File: src/sv/flk_pkg.sv
`default_nettype none

package flk_pkg;

    localparam int MAX_THREADS = 8;
    localparam int ID_W        = 3;
    localparam int LVL_W       = 3;
    localparam int CNT_W       = 4;

    localparam logic [CNT_W-1:0] COUNT_RESET = CNT_W'(MAX_THREADS);

    localparam logic [1:0] REQ_LOCK    = 2'd0;
    localparam logic [1:0] REQ_POLL    = 2'd1;
    localparam logic [1:0] REQ_RELEASE = 2'd2;
    localparam logic [1:0] REQ_UNUSED  = 2'd3;

    localparam logic [1:0] ST_WAIT     = 2'd0;
    localparam logic [1:0] ST_GRANT    = 2'd1;
    localparam logic [1:0] ST_RELEASED = 2'd2;
    localparam logic [1:0] ST_REJECT   = 2'd3;

    typedef struct packed {
        logic [1:0]      req_type;
        logic [ID_W-1:0] thread_id;
    } req_word_t;

    typedef struct packed {
        logic [1:0]       status;
        logic [LVL_W-1:0] level_now;
    } rsp_word_t;

endpackage

`default_nettype wire

File: src/sv/filter_lock_arbiter.sv
`default_nettype none

// Filter-lock arbiter for up to eight requesters. Each request word (lock, poll or
// release from one requester) is captured in an input register and resolved, once the
// result register is free, against the per-requester level and holding flops and the per-level
// victim flops; the answer lands in a result register. One word is taken every cycle
// unless the arbiter stalls, and its result is offered from the result register, as the whole decision
// (a parallel compare of all requester levels against the poller's level) fits
// between those two registers. The request side keeps moving while a result waits,
// and stalls only when both the input and result registers are full. thread_count is
// written through the cfg channel, which is always ready, and should only change
// while no word is in flight.
module filter_lock_arbiter (
    input  wire logic                     clk,
    input  wire logic                     rst_n,
    input  wire logic                     req_valid,
    output      logic                     req_ready,
    input  wire flk_pkg::req_word_t       req_word,
    output      logic                     rsp_valid,
    input  wire logic                     rsp_ready,
    output      flk_pkg::rsp_word_t       rsp_word,
    input  wire logic                     cfg_valid,
    output      logic                     cfg_ready,
    input  wire logic [flk_pkg::CNT_W-1:0] cfg_data
);

    localparam int N   = flk_pkg::MAX_THREADS;
    localparam int LW  = flk_pkg::LVL_W;
    localparam int CW  = flk_pkg::CNT_W;

    logic [CW-1:0]       thread_count_reg;
    logic [LW-1:0]       level_reg [N];
    logic [N-1:0]        hold_reg;
    logic [flk_pkg::ID_W-1:0] victim_reg [N];

    logic                s1_valid_reg;
    flk_pkg::req_word_t  s1_word_reg;
    logic                rsp_valid_reg;
    flk_pkg::rsp_word_t  rsp_word_reg;

    logic                out_free;
    logic                fire;

    logic [CW-1:0]       cnt;
    logic                in_range;
    logic [LW-1:0]       top;
    logic [LW-1:0]       lvl;
    logic [LW-1:0]       lvl_c;
    logic                active;
    logic                other;
    logic                blocked;
    logic [flk_pkg::ID_W-1:0] id;

    logic                lvl_wr;
    logic [LW-1:0]       lvl_val;
    logic                hold_wr;
    logic                hold_val;
    logic                vic_wr;
    logic [LW-1:0]       vic_idx;
    logic [1:0]          status;

    assign out_free  = !rsp_valid_reg || rsp_ready;
    assign fire      = s1_valid_reg && out_free;
    assign req_ready = !s1_valid_reg || out_free;
    assign cfg_ready = 1'b1;
    assign rsp_valid = rsp_valid_reg;
    assign rsp_word  = rsp_word_reg;

    assign id       = s1_word_reg.thread_id;
    assign cnt      = (thread_count_reg > CW'(N)) ? CW'(N) : thread_count_reg;
    assign in_range = {1'b0, id} < cnt;
    assign top      = LW'(cnt - CW'(1));
    assign lvl      = level_reg[id];
    assign active   = (lvl != '0) || hold_reg[id];
    assign lvl_c    = (lvl > top) ? top : lvl;

    always_comb
    begin
        other = 1'b0;
        for (int k = 0; k < N; k++)
        begin
            if ((flk_pkg::ID_W'(k) != id) && ((level_reg[k] >= lvl_c) || hold_reg[k]))
            begin
                other = 1'b1;
            end
        end
    end

    assign blocked = other && (victim_reg[lvl_c] == id);

    always_comb
    begin
        lvl_wr   = 1'b0;
        lvl_val  = lvl;
        hold_wr  = 1'b0;
        hold_val = 1'b0;
        vic_wr   = 1'b0;
        vic_idx  = lvl_c;
        status   = flk_pkg::ST_REJECT;
        if (in_range)
        begin
            unique case (s1_word_reg.req_type)
                flk_pkg::REQ_LOCK:
                begin
                    if (!active)
                    begin
                        if (cnt == CW'(1))
                        begin
                            hold_wr  = 1'b1;
                            hold_val = 1'b1;
                            status   = flk_pkg::ST_GRANT;
                        end
                        else
                        begin
                            lvl_wr  = 1'b1;
                            lvl_val = LW'(1);
                            vic_wr  = 1'b1;
                            vic_idx = LW'(1);
                            status  = flk_pkg::ST_WAIT;
                        end
                    end
                end
                flk_pkg::REQ_POLL:
                begin
                    if (hold_reg[id])
                    begin
                        status = flk_pkg::ST_GRANT;
                    end
                    else if (lvl != '0)
                    begin
                        // clamp to the top level after the count is lowered
                        lvl_wr  = 1'b1;
                        lvl_val = lvl_c;
                        if (blocked)
                        begin
                            status = flk_pkg::ST_WAIT;
                        end
                        else if (lvl_c >= top)
                        begin
                            hold_wr  = 1'b1;
                            hold_val = 1'b1;
                            status   = flk_pkg::ST_GRANT;
                        end
                        else
                        begin
                            lvl_val = lvl_c + LW'(1);
                            vic_wr  = 1'b1;
                            vic_idx = lvl_c + LW'(1);
                            status  = flk_pkg::ST_WAIT;
                        end
                    end
                end
                flk_pkg::REQ_RELEASE:
                begin
                    if (active)
                    begin
                        lvl_wr   = 1'b1;
                        lvl_val  = '0;
                        hold_wr  = 1'b1;
                        hold_val = 1'b0;
                        status   = flk_pkg::ST_RELEASED;
                    end
                end
                default:
                begin
                    status = flk_pkg::ST_REJECT;
                end
            endcase
        end
    end

    always_ff @(posedge clk or negedge rst_n)
    begin
        if (!rst_n)
        begin
            thread_count_reg <= flk_pkg::COUNT_RESET;
            s1_valid_reg     <= 1'b0;
            rsp_valid_reg    <= 1'b0;
            hold_reg         <= '0;
            for (int k = 0; k < N; k++)
            begin
                level_reg[k] <= '0;
            end
        end
        else
        begin
            if (cfg_valid)
            begin
                thread_count_reg <= cfg_data;
            end
            if (req_ready)
            begin
                s1_valid_reg <= req_valid;
            end
            if (out_free)
            begin
                rsp_valid_reg <= s1_valid_reg;
            end
            if (fire && lvl_wr)
            begin
                level_reg[id] <= lvl_val;
            end
            if (fire && hold_wr)
            begin
                hold_reg[id] <= hold_val;
            end
        end
    end

    always_ff @(posedge clk)
    begin
        if (req_valid && req_ready)
        begin
            s1_word_reg <= req_word;
        end
        if (fire)
        begin
            rsp_word_reg.status    <= status;
            rsp_word_reg.level_now <= lvl_wr ? lvl_val : lvl;
        end
        if (fire && vic_wr)
        begin
            victim_reg[vic_idx] <= id;
        end
    end

endmodule

`default_nettype wire

File: config.mk
export PLATFORM = sky130hd
export DESIGN_NAME = filter_lock_arbiter
export DESIGN_NICKNAME = d
export VERILOG_FILES = /design/src/sv/flk_pkg.sv /design/src/sv/filter_lock_arbiter.sv
export SDC_FILE = /design/constraint.sdc
export NUM_CORES = 1
export LEC_CHECK = 0
export BUFFER_PORTS_ARGS = -buffer_cell sky130_fd_sc_hd__buf_4
export CORE_ASPECT_RATIO = 0.5
export CORE_MARGIN = 2
export CORE_UTILIZATION = 40
export CTS_CLUSTER_DIAMETER = 80
export CTS_CLUSTER_SIZE = 28
export DETAILED_ROUTE_END_ITERATION = 7
export PLACE_DENSITY = 0.62
export SYNTH_ARGS = -nofsm -noshare
export SYNTH_HDL_FRONTEND = slang
export SYNTH_SLANG_ARGS = --single-unit
export TNS_END_PERCENT = 50
File: constraint.sdc
create_clock -name clk -period 5.4 [get_ports clk]
set_clock_uncertainty 0.2 [all_clocks]
set_input_delay 1.08 -clock clk [delete_from_list [all_inputs] [get_ports clk]]
set_output_delay 1.08 -clock clk [all_outputs]
set_load 0.01 [all_outputs]
==> results of run 1 <==
## critical path, cell delays in order, from the launching register on
cell,delay (ps)
edfxtp_1,530
mux2i_2,230
a22o_2,310
nor2_4,120
clkinv_4,80
ha_4,240
nor3_4,230
a21boi_4,260
o22ai_4,110
nand3_4,100
nand2_8,120
ha_1,290
nand2b_1,140
a21o_1,180
a211o_1,290
a221oi_2,260
nand4_1,160
o31a_1,190
a311oi_2,410
a21oi_2,150
a21o_4,250
nor3_4,230
## synthesized netlist by cell type (3+ instances only)
cell       n
mux2_1     7
o22ai_1    3
buf_2      5
nand2b_1  17
o32ai_1    3
o21ai_1    6
a311o_1    3
inv_1     24
nor3_1    18
dfrtp_1   37
mux2_2    22
o21ai_2    3
nor2_1    30
a211o_1    4
a31o_2     4
and3_1     5
clkbuf_1   5
mux2i_1   19
ha_1      32
nand2_1   30
edfxtp_1  34
o21ai_0   18
nor2b_1    8
o21a_1     3
nand3_1   15
a22oi_1    6
a21oi_1   20
nand4_1    6
buf_6      3
a21o_1     7
## cells by family after synthesis
family / count (synthesis) / synth area share, %
AOI/OAI and AO/OA: 121 / 19.1
xor gates and xnor gates: 3 / 0.664
adders and majority gates: 32 / 7.86
buffers and inverters: 40 / 3.59
DFF: 72 / 38.8
muxes: 50 / 11.0
other: 1 / 0.0737
and+or+nand+nor: 161 / 18.9
## power breakdown
group	internal, mW	switching (mW)	leakage [nW]
Sequential	0.640	0.0601	0.799
Clock	0.311	0.247	0.132
Combinational	0.504	0.649	1.71
Total	1.46	0.956	2.64
## cell type report
cell class	count	area share, %
timing repair buffer	66	7.89
tap	170	3.36
clock buffer	9	3.56
sequential	72	31.2
multi-input combinational	368	51.7
inverter	26	1.62
clock inverter	7	0.751
## metrics by stage
step	hold slack [ps]	area, um^2
6_report	302	6330
5_1_grt	334	6330
3_5_place_dp	299	5810
4_1_cts	302	6100
3_3_place_gp	271	5810
2_1_floorplan	257	5260
## worst paths after layout
path                       slack, ps                      from                              end
max reg2reg                        7           id[0]$_DFFE_PP_       victim_reg[7][1]$_DFFE_PP_
min in group asynchronous        500                     rst_n  thread_count_reg[2]$_DFFE_PN0P_
min reg2reg                      300  s1_valid_reg$_DFFE_PN0N_            rsp_valid$_DFFE_PN0P_
min                              300  s1_valid_reg$_DFFE_PN0N_            rsp_valid$_DFFE_PN0P_
max in group asynchronous       4120                     rst_n        level_reg[17]$_DFFE_PN0P_
max                                7           id[0]$_DFFE_PP_       victim_reg[7][1]$_DFFE_PP_
## per-layer routing
metal	routed length, um	global-route usage, %	share of wire [%]
met5	0	0	0
met4	331	7.02	2.2
met3	935	3.58	6.3
met2	6580	32.1	44
met1	6950	32.5	47
## what timing repair did
action                                  in CTS  in global routing
endpoints found under the hold margin        0                  0
endpoints found under the setup margin      24                 34
resized for setup                            2                 30
setup buffers                                2                  8
pin swaps                                    2                 19
==> summary.txt, run 1 <==
Status
  • Status: finished, final reports clean

Clock network
  • CTS Sinks: 72
  • Clock tree from TritonCTS: built
  • Post-CTS Hold Buffers: 0
  • Htree depth: 3
  • Clock transition at path regs: 60 ps
  • Total CTS buffers: 9
  • Clk Latency, worst-skew pair: 340 ps
  • Root Buffer: clkbuf_16
  • Max Root-Sink Buffers: 2

Finish
  • Synthesis-to-finish area growth: 24.3%
  • Area occupied by multi-input gates: 3270 um^2
  • Inserted Diodes: 0
  • Share of cells above drive strength 1: 33.9%
  • Final Non-Filler Cells: 718
  • Fill count: 1148
  • Final design utilization: 50.4%
  • NumNets Final: 589
  • Most common cell after layout, fill and taps aside: buf_4
  • Seq. cell area: 1970 um^2
  • Highest-count cells in the layout ignoring fill and taps: buf_4, dfrtp_1, edfxtp_1, nand2_1, nor2_1

Yosys
  • Share of the synthesized area in the top cell type: 20.1%
  • Top FF cell, synth: dfrtp_1
  • Synth top area cells: edfxtp_1, dfrtp_1, ha_1
  • Area leader, netlist: edfxtp_1
  • Ys async rst share: 52.8%
  • EDFF count, synth: 34
  • Yosys reg bits: 72
  • Netlist cell types: 90
  • Post-Syn Area: 5090 um^2
  • Synth Area per Inst: 10.6 um^2
  • Synth Net Count: 526
  • Post-Syn Instances: 480
  • Yosys warning count: 0
  • Register area share after synthesis: 38.8%

Placed design
  • Dpl hpwl: 10.9 mm
  • Post-place setup slack: -100 ps
  • I/O Buffers: 20
  • Routability cong.: 0.884
  • DP Cell Count: 693

Global routing
  • Initial antenna violation count: 0
  • Remaining Overflow, GRT: 0
  • Gr usage total: 21.8%
  • Number of global-route vias before repair: 4037
  • Largest net degree at the start of global routing: 39
  • Global-route wire length before repair: 22.6 mm

Critical path
  • Largest fanout on the critical path: 8
  • R2R cell count: 21
  • CP Capture Type: flop
  • Startpoint Class: flop
  • Worst EP arrival: 5230 ps
  • WP data required: 5240 ps
  • Setup CP Type: flop to flop

Drt
  • Via density: 5.89
  • Initial DRC count: 494
  • Vias: 4230
  • Antenna Nets Post-Route: 0
  • TritonRoute pass-1 iters: 7
  • Post-DR wirelength/cell: 20.6 um
  • Drc violations: 0
  • Final wirelength: 14.8 mm

Min path
  • WHS Path Cells: 1
  • Worst hold path type: flop to flop

Timing
  • Period Utilization, post-route: 99.9%
  • Worst Tran Pin Value: 725 ps
  • Worst setup margin: 6.57 ps
  • Slew Limit Headroom: 51.5%
  • Final setup violation count: 0
  • F_max: 185 MHz
  • Total negative slack: 0 ps
  • Final hold vios: 0
  • Min Clock Period, post-route: 5390 ps
  • Max Slew Vio Count: 0
  • Unrepaired setup endpoints after global routing: yes

Floorplan
  • Core Region: 12600 um^2
  • Die Wd: 164 um
  • Top Ports: 22
  • Initial core utilization: 40.6%
  • Die Footprint: 13700 um^2
  • # rows: 29
  • Die height: 83.8 um

Power
  • Power density over the cells: 381 nW/um^2
  • Leakage power: 2.64 nW
  • Peak supply drop: 0.000164 V
  • Design Power: 2.41 mW

Run
  • Max_cap viols: 0
No activity file was read; power rests on OpenSTA's default activity.
==> run 2, diff against run 1 <==
--- a/config.mk
+++ b/config.mk
@@ -5,6 +5,7 @@
 export SDC_FILE = /design/constraint.sdc
 export NUM_CORES = 1
 export LEC_CHECK = 0
+export ABC_AREA = 1
 export BUFFER_PORTS_ARGS = -buffer_cell sky130_fd_sc_hd__buf_4
 export CORE_ASPECT_RATIO = 0.5
 export CORE_MARGIN = 2
==> run 2 against run 1 <==
Global-route usage fell by 1.8 points. Clock power rose by 22%. Critical path depth rose by 11.
==> summary.txt, run 2 <==
Status
  • Status: finished, final reports clean

Timing
  • Period Utilization, post-route: 92.0% (-7.9 points)
  • Min Clock Period, post-route: 4970 ps (-426 ps)
  • Slew Limit Headroom: 48.0% (-3.5 points)
  • Worst Tran Pin Value: 775 ps (+50.1 ps)
  • Final hold vios: 0 (unchanged)
  • F_max: 201 MHz (+8.6%)
  • Final setup violation count: 0 (unchanged)
  • Hold WS: 285 ps (-17.3 ps)
  • Max Slew Vio Count: 0 (unchanged)
  • Total negative slack: 0 ps (unchanged)

Placed design
  • I/O Buffers: 20 (unchanged)
  • Routability cong.: 0.904 (+2.3%)
  • Dpl hpwl: 9.04 mm (-17%)
  • Dpl cell area: 5190 um^2 (-11%)

Floorplan
  • Initial core utilization: 41.0% (+0.45 points)
  • Core Region: 11800 um^2 (-6.0%)
  • Top Ports: 22 (unchanged)
  • Die height: 81.8 um (-2.4%)
  • Die Footprint: 13100 um^2 (-4.7%)
  • # rows: 28 (-3.4%)
  • Die Wd: 160 um (-2.4%)

Yosys
  • Commonest cells in the netlist: nand2_1, inv_1, nand3_1, nor2_1, dfrtp_1
  • Register area share after synthesis: 40.8% (+2.0 points)
  • Synth Area in Compound Gates: 9.90% (-9.2 points)
  • Multiplexer share of the synthesized area: 0.439% (-11 points)
  • Ys async rst share: 52.8% (unchanged)
  • Yosys reg bits: 72 (unchanged)
  • Synth Area in Simple Gates: 32.8% (+14 points)
  • Share of the synthesized area in the top cell type: 21.1% (+1.0 points)
  • XOR/XNOR Fraction of Synth Area: 0.543% (-0.12 points)
  • Synth Net Count: 644 (+22%)
  • EDFF count, synth: 34 (unchanged)
  • Top FF cell, synth: dfrtp_1
  • Netlist cell types: 44 (-51%)
  • Post-Syn Instances: 598 (+25%)
  • Yosys warning count: 0 (unchanged)
  • Count leader, synth: nand2_1
  • Largest family of logic cells by synthesized area: simple AND/OR/NAND/NOR gates
  • Synth Area per Inst: 8.10 um^2 (-24%)
  • Area leader, netlist: edfxtp_1
  • Post-synthesis adder-cell area fraction: 8.27% (+0.41 points)
  • Post-Syn Area: 4840 um^2 (-4.9%)
  • Synth top area cells: edfxtp_1, dfrtp_1, nand2_1

Run
  • Max_cap viols: 0 (unchanged)

Global routing
  • Largest net degree at the start of global routing: 39 (unchanged)
  • Initial antenna violation count: 0 (unchanged)
  • Number of global-route vias before repair: 3928 (-2.7%)
  • Gr usage total: 19.9% (-1.8 points)
  • Remaining Overflow, GRT: 0 (unchanged)
  • Global-route wire length before repair: 19.9 mm (-12%)

Critical path
  • WP data required: 5230 ps (about the same)
  • Max stage delay cell, worst path: edfxtp_1
  • Startpoint Class: flop
  • Largest fanout on the critical path: 13 (+5)
  • Cell mode on critical path: nand2_1
  • CP Capture Type: flop
  • Worst EP arrival: 4800 ps (-430 ps)
  • Slowest stage delay, CP: 510 ps (-20 ps)
  • Setup CP Type: flop to flop

Finish
  • Inserted Diodes: 0 (unchanged)
  • Share of cells above drive strength 1: 19.5% (-14 points)
  • Synthesis-to-finish area growth: 16.4%
  • Design Area, Final: 5630 um^2 (-11%)
  • Highest-count cells in the layout ignoring fill and taps: nand2_1, inv_1, nand3_1, buf_4, dfrtp_1
  • NumNets Final: 687 (+17%)
  • Most common cell after layout, fill and taps aside: nand2_1
  • Final design utilization: 47.7% (-2.7 points)

Power
  • Power density over the cells: 356 nW/um^2 (-6.7%)
  • Design Power: 2.00 mW (-17%)
  • Peak supply drop: 0.000148 V (-9.8%)
  • Leakage power: 2.63 nW (-0.41%)

Drt
  • Final wirelength: 12.2 mm (-18%)
  • Post-DR wirelength/cell: 15.0 um (-27%)
  • Antenna Nets Post-Route: 0 (unchanged)
  • Initial DRC count: 372 (-25%)
  • Drc violations: 0 (unchanged)
  • Vias: 4111 (-2.8%)
  • TritonRoute pass-1 iters: 7 (unchanged)
  • Via density: 5.07 (-14%)

Clock network
  • Total CTS buffers: 9 (unchanged)
  • Max Root-Sink Buffers: 2 (unchanged)
  • Htree depth: 3 (unchanged)
  • CTS Sinks: 72 (unchanged)
  • Root Buffer: clkbuf_16
  • Clk Latency, worst-skew pair: 340 ps (about the same)
  • Clock transition at path regs: 60 ps (about the same)
  • Clock tree from TritonCTS: built
  • Post-CTS Hold Buffers: 0 (unchanged)

Min path
  • Worst hold path type: flop to flop
run 2: changes by cell type after synthesis, moves of 10 or more:
cell | previous run | this run
nor2_1 | 30 | 40
nor3_1 | 18 | 1
nand2_1 | 30 | 193
nand2_2 | 0 | 16
mux2i_1 | 19 | 1
mux2_2 | 22 | 1
nand3_1 | 15 | 56
inv_1 | 24 | 66
nand2b_1 | 17 | 0
run 2: kinds of logic (layout without fill, tap and decap cells):
kind of cell,count (synthesis),after routing
compound gates,70,70
flops,72,72
xor+xnor,3,3
other cells,1,1
simple gates,336,336
fa+ha+maj,32,32
mux,2,2
buf+inv,82,130
run 2: report_power, final:
group | leakage [nW] | internal [mW] | switching [mW]
Clock | 0.162 | 0.449 | 0.230
Sequential | 0.795 | 0.632 | 0.0386
Combinational | 1.67 | 0.234 | 0.418
Total | 2.63 | 1.32 | 0.687
run 2: path summary, 6_finish.rpt:
check | start | endpoint | slack, ps | cells past startpoint
worst min-delay path | level_reg[3]$_DFFE_PN0P_ | level_reg[3]$_DFFE_PN0P_ | 280 | 2
worst min register to register | level_reg[3]$_DFFE_PN0P_ | level_reg[3]$_DFFE_PN0P_ | 280 | 2
worst max-delay path | id[1]$_DFFE_PP_ | victim_reg[5][0]$_DFFE_PP_ | 430 | 32
worst max register to register | id[1]$_DFFE_PP_ | victim_reg[5][0]$_DFFE_PP_ | 430 | 32
max in group asynchronous | rst_n | thread_count_reg[3]$_DFFE_PN1P_ | 4120 | 1
min in group asynchronous | rst_n | level_reg[15]$_DFFE_PN0P_ | 510 | 1
run 2: worst max-delay path: cells and delay by family (launching register included):
family / cells / cell delay (ps)
simple gates: 19 / 1750
compound gates: 6 / 950
fa+ha+maj: 2 / 590
buf+inv: 5 / 630
flops: 1 / 510
run 2: through the flow:
| stage | std cells | setup WS [ps] |
|---|---|---|
| 6_report | 811 | 433 |
| 4_1_cts | 800 | 229 |
| 2_1_floorplan | 598 | 619 |
| 5_1_grt | 811 | -7.24 |
| 3_3_place_gp | 784 | 372 |
| 3_5_place_dp | 784 | 264 |
run 2: final cells by class:
type / instances / area [um^2]
Timing Repair Buffer: 39 / 293
Inverter: 75 / 285
Sequential cell: 72 / 1970
Clock inverter: 6 / 108
Fill cell: 1130 / 6170
Multi-Input combinational cell: 444 / 2540
Clock buffer: 10 / 229
Tap cell: 165 / 206
run 2: layer usage:
metal	GRT usage (%)	routed length [um]	vias to the layer above
met5	0	0	-
met4	5.82	142	0
met2	33.9	5550	86
li1	-	-	2055
met3	4.39	489	17
met1	26.0	5970	1953
run 2: timing repair:
action                     4_1_cts  5_1_grt
setup buffers                    0       11
setup endpoints to repair        0       33
gates resized for setup          0        9
